`config.mk`:
```
export PLATFORM = sky130hd
export DESIGN_NAME = srpb_ctrl
export DESIGN_NICKNAME = d
export VERILOG_FILES = /design/src/rtl/core/srpb_pkg.sv /design/src/rtl/core/srpb_ctrl.sv
export SDC_FILE = /design/constraint.sdc
export NUM_CORES = 1
export LEC_CHECK = 0
export BUFFER_PORTS_ARGS = -buffer_cell sky130_fd_sc_hd__buf_2
export CAP_MARGIN = 10
export CORE_AREA = 5 5 42 44
export DETAILED_ROUTE_END_ITERATION = 10
export DIE_AREA = 0 0 47 49
export GPL_TIMING_DRIVEN = 0
export RECOVER_POWER = 50
export SLEW_MARGIN = 15
export SYNTH_ARGS = -nofsm -noshare
export SYNTH_HDL_FRONTEND = slang
export SYNTH_SLANG_ARGS = --single-unit
```
`constraint.sdc`:
```
create_clock -name clk -period 1.81 [get_ports clk]
set_input_delay 0.2715 -clock clk [delete_from_list [all_inputs] [get_ports clk]]
set_output_delay 0.2715 -clock clk [all_outputs]
set_load 0.005 [all_outputs]
```
`src/rtl/core/srpb_pkg.sv`:
```
// Shared types, codes and port widths of the record/playback row buffer.
package srpb_pkg;

  // Port field widths
  localparam int SAMPLE_W    = 32;
  localparam int STAMP_W     = 32;
  localparam int ROW_IDX_W   = 8;
  localparam int ROWS_HELD_W = 9;
  localparam int RUN_ST_W    = 2;
  localparam int OP_W        = 3;
  localparam int IN_TDATA_W  = 32;
  localparam int IN_TUSER_W  = 4;
  localparam int OUT_FIELD_W = SAMPLE_W + STAMP_W + ROW_IDX_W + ROWS_HELD_W + RUN_ST_W;
  localparam int OUT_TDATA_W = ((OUT_FIELD_W + 7) / 8) * 8;
  localparam int OUT_PAD_W   = OUT_TDATA_W - OUT_FIELD_W;
  localparam int CFG_INDEX_W = 2;
  localparam int CFG_DATA_W  = 9;

  // Event codes
  localparam logic [OP_W-1:0] OP_TICK   = 3'd0;
  localparam logic [OP_W-1:0] OP_START  = 3'd1;
  localparam logic [OP_W-1:0] OP_STOP   = 3'd2;
  localparam logic [OP_W-1:0] OP_PAUSE  = 3'd3;
  localparam logic [OP_W-1:0] OP_RESUME = 3'd4;
  localparam logic [OP_W-1:0] OP_CLEAR  = 3'd5;

  // Configuration register indexes
  localparam logic [CFG_INDEX_W-1:0] REG_MAX_ROWS    = 2'd0;
  localparam logic [CFG_INDEX_W-1:0] REG_RECORD_MODE = 2'd1;
  localparam logic [CFG_INDEX_W-1:0] REG_LOOP_MODE   = 2'd2;
  localparam logic [CFG_INDEX_W-1:0] REG_USE_TIME    = 2'd3;

  // Run state as seen on the result channel
  typedef enum logic [RUN_ST_W-1:0] {
    RS_IDLE  = 2'd0,
    RS_RUN   = 2'd1,
    RS_PAUSE = 2'd2
  } run_state_t;

  // Commands from the controller to the datapath
  typedef struct packed {
    logic load;        // capture the input transfer
    logic rec_tick;    // record the sample at the current row
    logic empty_tick;  // running tick on an empty store
    logic pb_start;    // read the current row to begin playback
    logic pb_next;     // advance the time scan by one row
    logic plain_fin;   // finish a one-row playback tick
    logic time_fin;    // finish a time-mode playback tick
    logic apply_op;    // apply a non-running event
    logic show_rd;     // read the current row for display
    logic show_fin;    // latch the displayed row
    logic out_load;    // move the result into the output register
  } srpb_cmd_t;

  // Status from the datapath to the controller
  typedef struct packed {
    logic run_tick;    // captured event is a tick while running
    logic record;      // record mode
    logic empty;       // no rows held
    logic use_time;    // time-mode playback
    logic scan_more;   // time scan must go on to the next row
    logic out_busy;    // output register holds a result not taken
  } srpb_status_t;

endpackage

```
`src/rtl/core/srpb_ctrl.sv`:
```
// Sequencing state machine of the record/playback row buffer.
module srpb_ctrl (
  input  logic                  clk,
  input  logic                  rst_n,
  input  logic                  in_tvalid,
  output logic                  in_ready,
  input  srpb_pkg::srpb_status_t st,
  output srpb_pkg::srpb_cmd_t    cmd
);
  import srpb_pkg::*;

  typedef enum logic [2:0] {
    S_IDLE,
    S_EXEC,
    S_SHOW_RD,
    S_SHOW_CHK,
    S_PB_CHK,
    S_DONE
  } state_t;

  state_t state_r, state_nxt;
  logic   in_ready_r;

  assign in_ready = in_ready_r;

  // Decode state and status into commands
  always_comb begin
    cmd       = '0;
    state_nxt = state_r;
    case (state_r)
      S_IDLE: begin
        if (in_tvalid && in_ready_r) begin
          cmd.load  = 1'b1;
          state_nxt = S_EXEC;
        end
      end
      S_EXEC: begin
        if (st.run_tick) begin
          if (st.record) begin
            cmd.rec_tick = 1'b1;
            state_nxt    = S_DONE;
          end else if (st.empty) begin
            cmd.empty_tick = 1'b1;
            state_nxt      = S_DONE;
          end else begin
            cmd.pb_start = 1'b1;
            state_nxt    = S_PB_CHK;
          end
        end else begin
          cmd.apply_op = 1'b1;
          state_nxt    = S_SHOW_RD;
        end
      end
      S_SHOW_RD: begin
        cmd.show_rd = 1'b1;
        state_nxt   = S_SHOW_CHK;
      end
      S_SHOW_CHK: begin
        cmd.show_fin = 1'b1;
        state_nxt    = S_DONE;
      end
      S_PB_CHK: begin
        if (!st.use_time) begin
          cmd.plain_fin = 1'b1;
          state_nxt     = S_DONE;
        end else if (st.scan_more) begin
          cmd.pb_next = 1'b1;
        end else begin
          cmd.time_fin = 1'b1;
          state_nxt    = S_DONE;
        end
      end
      S_DONE: begin
        if (!st.out_busy) begin
          cmd.out_load = 1'b1;
          state_nxt    = S_IDLE;
        end
      end
      default: begin
        state_nxt = S_IDLE;
      end
    endcase
  end

  // Hold state and the registered ready
  always_ff @(posedge clk) begin
    if (!rst_n) begin
      state_r    <= S_IDLE;
      in_ready_r <= 1'b0;
    end else begin
      state_r    <= state_nxt;
      in_ready_r <= (state_nxt == S_IDLE);
    end
  end

endmodule

```
Word-level counts from Yosys, hierarchy flattened
Index checks and enable logic that the tools add are counted.
Storage, ports and cells
  input bits: 9
  logic and storage cells: 38
  bits in registers: 4
  output and inout bits: 12
Operators by class
  multiplexer cells: 28
  reductions and logical operators: 3
  equal/unequal tests: 5
Operators with widths (count)
  $mux W3: 8
  $mux W1: 18
  $pmux W3 S6: 1
  $eq A3 B2 Y1 const B: 2
  $eq A3 B3 Y1 const B: 2
  $logic_not A3 Y1: 2
  $eq A3 B1 Y1 const B: 1
  $mux W2: 1
  $logic_and A1 B1 Y1: 1

Longest topological paths before layout
Gate-level depths: netlist of run 1.
  depth in word-level cells: 5
  gate-level depth with buffers: 4
  depth with buffers taken out: 3

Worst setup path after synthesis of run 1
No wires, ideal clock.
  path kind: register -> output
  start: reg state_r[2]
  end: out cmd[10] in the netlist's numbering
  data required time: 1.539 ns
  path buffers: 1
  stages on the path, launching flop included: 4
  path slack: 0.596 ns
  data arrival time: 0.942 ns
  path through: dfxtp_1 > buf_6 > or3_4 > nor2_1
RTL lines
  from (decl): line srpb_ctrl.sv:21  | state_t state_r, state_nxt;
  from (signal assigned): line srpb_ctrl.sv:91  | state_r <= state_nxt;
  to (decl): line srpb_ctrl.sv:8  | output srpb_pkg::srpb_cmd_t cmd

==> flow_metrics.py, run 1 <==
metrics = {
    "die": {
        "ios": 21,
        "die_h_um": 49,
        "die_x_um": 47,
        "initial_core_util": 0.2554,
        "die_area_um2": 2303,
        "core.rowCount": 14,
        "core_area_um2": 1401,
    },
    "setup_path": {
        "critPathMaxFanout": 10,
        "endpoint_kind": "output pin",
        "startpoint_type": "register",
        "critPathKind": "register to output pin",
        "cp.arrival_ns": 1.31,
        "cp_data_required_time_ns": 1.54,
    },
    "status": {
        "status": "finished, final reports clean",
    },
    "sta": {
        "fmax_mhz": 633.0,
        "tightest_slew_ns": 0.3966,
        "hold_viol": 0,
        "slew_headroom": 0.7328,
        "period_share": 0.8729,
        "setup_tns_ns": 0,
        "fin_crit_ns": 1.580,
        "hold_slack_ns": 0.2801,
        "setup_viol": 0,
        "fin_worst_skew_ns": 0.006377,
        "final_max_slew_viol_count": 0,
        "rsz0062_at_grt": "no",
    },
    "place": {
        "port_buffers": 20,
        "gp_congestion": 0.6916,
        "post-dp-hpwl_um": 677.7,
    },
    "detailed_routing": {
        "wl_per_cell_um": 10.38,
        "via_count": 380,
        "drtIter0Drc": 2,
        "wl_um": 841,
        "dr.pass1.iters": 2,
        "drc": 0,
        "vias_per_cell": 4.691,
        "ant_nets": 0,
    },
    "pwr": {
        "p_int_mw": 0.2887,
        "ir_drop_v": 0.0004266,
        "clkPwrFrac": 0.266,
        "p_sw_frac": 0.3281,
        "switching_power_mw": 0.1410,
        "p_per_area_nw_per_um2": 873.9,
        "cellLeakagePower_nw": 0.2428,
        "seqPwrFrac": 0.275,
        "comb_power_share": 0.459,
    },
    "clock_network": {
        "numCtsBuffers": 3,
        "clock-root-buffer": "clkbuf_4",
        "cts_tree": "done",
        "cts-htree-levels": 1,
        "clock_path_buffers": 2,
        "clkSlewWorstSetupHoldPaths_ns": 0.04,
        "cts_sinks": 4,
        "cts_hold_buffers": 0,
        "cts_resized": 0,
        "postCtsSetupRepairBufs": 0,
        "clock_latency_ns": 0.24,
    },
    "synthesis": {
        "synth-seq-area-share": 0.2238,
        "synth_nets": 51,
        "synthesis.area_um2": 357.8,
        "yosys_warnings": 0,
        "yosys.area.top_type": "dfxtp_1",
        "syn_inst": 42,
        "ys_ff_latch": 4,
        "yosysTopAreaCellShare": 0.2238,
        "synth.area.top_cells": "dfxtp_1, nor2_1, nor3b_1, a2111oi_4, buf_6",
        "synth.avg_cell_area_um2": 8.520,
        "ys_types": 22,
    },
    "global_route": {
        "grt_pass1_wl_um": 1414,
        "antenna_found_initial": 0,
        "grt_pass1_vias": 334,
        "grt_max_degree": 11,
        "grt_use_total": 0.08234,
        "grt_overflow": 0,
    },
    "finish": {
        "num_antenna_cells": 0,
        "final_util": 0.3509,
        "area_growth_syn_to_layout_pct": 37.41,
        "drive_gt1_frac": 0.4308,
        "num-nets-final": 76,
        "nFillCells": 161,
    },
    "min_path": {
        "min_path_type": "input pin to register",
    },
    "run": {
        "cap_violations": 0,
    },
}
==> cells in the final DEF (no fill, tap or decap), types with 2 or more instances in the layout <==
cell type	netlist	routed
dfxtp_1	4	4
clkbuf_1	0	2
nor3b_1	4	4
buf_6	2	2
nor2_1	8	8
o21ai_0	2	2
nand2_1	2	2
clkbuf_4	0	3
buf_2	1	19
inv_1	3	3
and3_1	3	3
==> sequential cells by signal (all words and copies together) (netlist names) <==
register,flops
in_ready,1
state_r,3
==> cell type report <==
cell class	instances	area [um2]	share of cell area
sequential	4	80.08	0.1628
clock buffer	3	22.52	0.04580
tap	16	20.02	0.04071
buffer	3	27.53	0.05598
inverter	3	11.26	0.02290
multi-input combinational	32	232.7	0.4733
timing repair buffer	20	97.59	0.1985
==> through the flow <==
step / std cells / setup WS, ns / area [um2] / total power, mW
CTS: 81 / 0.2102 / 500.5 / 0.4418
finish: 81 / 0.2301 / 491.7 / 0.4297
global placement: 78 / 0.4876 / 478.0 / 0.3195
detailed placement: 78 / 0.4742 / 478.0 / 0.3222
floorplan: 42 / 0.5961 / 357.8 / 0.2657
global route: 81 / 0.09318 / 491.7 / 0.4705
==> worst max-delay path, stage by stage (launching register included) <==
cell and delay [ns]:
dfxtp_1 0.33, buf_6 0.14, or3_4 0.40, nor2_1 0.09, buf_2 0.11
==> worst paths after layout <==
path                         start               endpoint  slack, ns  cells after the start
min reg2reg  state_r[0]$_SDFF_PN0_    in_ready$_SDFF_PN0_       0.71                      3
max reg2reg  state_r[0]$_SDFF_PN0_    in_ready$_SDFF_PN0_       0.56                      4
min                          rst_n  state_r[0]$_SDFF_PN0_       0.28                      2
max          state_r[2]$_SDFF_PN0_                cmd[10]       0.23                      4
==> power by group through the flow <==
stage	clock network, mW	logic (mW)	registers (mW)
floorplan	0	0.146	0.119
global route	0.131	0.218	0.122
finish	0.114	0.197	0.118
CTS	0.120	0.203	0.119
detailed placement	0	0.202	0.120
global placement	0	0.200	0.119
==> logic make-up after synthesis <==
| family | after synthesis | synth area share |
|---|---|---|
| and+or+nand+nor | 26 | 0.4686 |
| DFF | 4 | 0.2238 |
| buffers and inverters | 6 | 0.1084 |
| AOI/OAI and AO/OA | 6 | 0.1993 |
==> metal layers <==
layer,wire length [um],share of wire,track usage,vias to the layer above
met3,115,0.14,0.04797,0
met1,368,0.44,0.1075,164
met2,356,0.42,0.1109,20
met5,0,0,0,-
met4,0,0,0.02765,0
li1,-,-,-,196
==> cell usage after synthesis, drive strengths merged <==
library cell,number
nor2,8
dfxtp,4
nor3b,4
and3,3
buf,3
inv,3
nand2,2
o21ai,2
a2111oi,1
a21oi,1
nand2b,1
nand4b,1
nand4bb,1
nor2b,1
nor3,1
nor4b,1
o221ai,1
o31a,1
or2,1
or3,1
or3b,1
Power figures use the tool's default switching activity.
==> run 2: changes to the inputs <==
--- a/config.mk
+++ b/config.mk
@@ -7,9 +7,9 @@
 export LEC_CHECK = 0
 export BUFFER_PORTS_ARGS = -buffer_cell sky130_fd_sc_hd__buf_2
 export CAP_MARGIN = 10
-export CORE_AREA = 5 5 42 44
+export CORE_AREA = 2 2 39 41
 export DETAILED_ROUTE_END_ITERATION = 10
-export DIE_AREA = 0 0 47 49
+export DIE_AREA = 0 0 41 43
 export GPL_TIMING_DRIVEN = 0
 export RECOVER_POWER = 50
 export SLEW_MARGIN = 15
==> constraint.sdc (replaced) <==
create_clock -name clk -period 1.4 [get_ports clk]
set_input_delay 0.21 -clock clk [delete_from_list [all_inputs] [get_ports clk]]
set_output_delay 0.21 -clock clk [all_outputs]
set_load 0.005 [all_outputs]
==> flow_metrics.py, run 2 (synthesis results as in run 1) <==
metrics = {
    "setup_path": {
        "reg2reg_depth": 5,
        "r2r-start": "state_r[0]$_SDFF_PN0_",
        "critical_path.max_stage_delay_ns": 0.36,
        "critPathKind": "register to output pin",
        "cp_data_required_time_ns": 1.19,
        "endpoint": "cmd[10]",
        "r2r_end": "state_r[0]$_SDFF_PN0_",
        "startpoint": "state_r[2]$_SDFF_PN0_",
        "rrSetupSlack_ns": 0.06,
        "cp_cell_sequence": "buf_6 -> or3_4 -> nor2_1 -> buf_2",
        "startpoint_type": "register",
        "endpoint_kind": "output pin",
        "worst_path_max_delay_cell": "or3_4",
        "cp.arrival_ns": 1.25,
        "critPathMaxFanout": 6,
    },
    "finish": {
        "area_growth_syn_to_layout_pct": 68.18,
        "num-nets-final": 83,
        "drive_gt1_frac": 0.6806,
        "num_antenna_cells": 0,
        "nFillCells": 146,
        "seqCellArea_um2": 83.83,
        "multi_input_area_um2": 284.0,
        "final_cell_mix": "buf_2, nor2_1, buf_4",
        "largest_register_ffs": 3,
        "final_cells": 88,
        "final_common_cell": "buf_2",
        "regMostFlops": "state_r",
        "postLayoutCellArea_um2": 601.8,
    },
    "sta": {
        "final_max_slew_viol_count": 0,
        "fin_crit_ns": 1.461,
        "tightest_slew_ns": 0.4329,
        "rsz0062_at_grt": "yes",
        "fmax_mhz": 684.4,
        "setup_viol": 2,
        "fin_worst_skew_ns": 0.005960,
        "fin_ws_ns": -0.06108,
        "hold_viol": 0,
        "slew_headroom": 0.7084,
        "period_share": 1.044,
    },
    "die": {
        "core_area_um2": 1384,
        "initial_core_util": 0.2586,
        "die_h_um": 43,
        "core.rowCount": 14,
        "die_x_um": 41,
        "ios": 21,
        "die_area_um2": 1763,
    },
    "global_route": {
        "grt_max_degree": 11,
        "antenna_found_initial": 0,
        "grt_overflow": 0,
        "grt_use_total": 0.1206,
        "grt_pass1_vias": 349,
        "grt_pass1_wl_um": 1386,
    },
    "pwr": {
        "cellLeakagePower_nw": 0.2989,
        "p_total_mw": 0.6583,
        "ir_drop_v": 0.0003913,
        "p_per_area_nw_per_um2": 1094,
    },
    "clock_network": {
        "clock-root-buffer": "clkbuf_4",
        "clkSlewWorstSetupHoldPaths_ns": 0.04,
        "numCtsBuffers": 3,
        "clock_latency_ns": 0.24,
        "clock_path_buffers": 2,
        "cts_tree": "done",
        "cts_hold_buffers": 0,
        "cts_sinks": 4,
        "cts-htree-levels": 1,
    },
    "status": {
        "violations": "setup timing",
        "status": "finished, violations left",
    },
    "place": {
        "post-dp-hpwl_um": 670.8,
        "postPlaceCellArea_um2": 478.0,
        "port_buffers": 20,
        "placedCellCount": 78,
        "gp_congestion": 0.7010,
    },
    "detailed_routing": {
        "wl_um": 966,
        "wl_per_cell_um": 10.98,
        "vias_per_cell": 4.761,
        "via_count": 419,
        "drc": 0,
        "ant_nets": 0,
        "drtIter0Drc": 4,
        "dr.pass1.iters": 2,
    },
    "run": {
        "cap_violations": 0,
    },
    "min_path": {
        "min_path_type": "input pin to register",
        "hold_path_depth": 2,
    },
}
-- run 2: final cells by class --
class / count / share of cell area
Multi-Input combinational cell: 32 / 0.4719
Timing Repair Buffer: 28 / 0.2620
Sequential cell: 4 / 0.1393
Clock buffer: 3 / 0.03742
Buffer: 2 / 0.03742
Tap cell: 16 / 0.03326
Inverter: 3 / 0.01871
-- run 2: how the worst min path moves through the flow --
| stage | start | endpoint |
|---|---|---|
| global route | rst_n | state_r[0]$_SDFF_PN0_ |
| floorplan | rst_n | state_r[0]$_SDFF_PN0_ |
| detailed placement | rst_n | state_r[0]$_SDFF_PN0_ |
| finish | rst_n | state_r[0]$_SDFF_PN0_ |
| global placement | rst_n | state_r[0]$_SDFF_PN0_ |
| CTS | rst_n | state_r[0]$_SDFF_PN0_ |
-- run 2: what timing repair did --
action	4_1_cts	5_1_grt
setup buffers	6	1
gates cloned	0	1
endpoints found under the hold margin	0	0
resized for setup	5	7
endpoints found under the setup margin	8	12
pin swaps	2	1
-- run 2: power breakdown --
group          switching, mW  internal [mW]
combinational          0.139          0.211
sequential            0.0238          0.143
clock                 0.0457         0.0957
total                  0.209          0.449
-- run 2: per-stage QoR --
stage	hold WS [ns]	utilization	TNS, ns	setup slack, ns
after detailed placement	0.4609	0.3454	0	0.1219
after floorplan	0.3379	-	0	0.2111
after global placement	0.4562	0.3454	0	0.1401
final	0.2253	0.4349	-0.09339	-0.06108
after global routing	0.2162	0.4349	-0.5140	-0.1132
after CTS	0.2149	0.4087	-0.1684	-0.05685
-- run 2: routing by layer --
layer / vias to the layer above / GRT usage / routed length [um]
met5: - / 0 / 0
met4: 0 / 0.08000 / 6
met3: 2 / 0.04712 / 43
met2: 12 / 0.1906 / 530
met1: 195 / 0.1226 / 385
li1: 210 / - / -
-- run 2: critical path, delay by kind of cell (launching register included) --
family,cells,cell delay (ns)
and+or+nand+nor,2,0.45
DFF,1,0.33
buffers and inverters,2,0.25
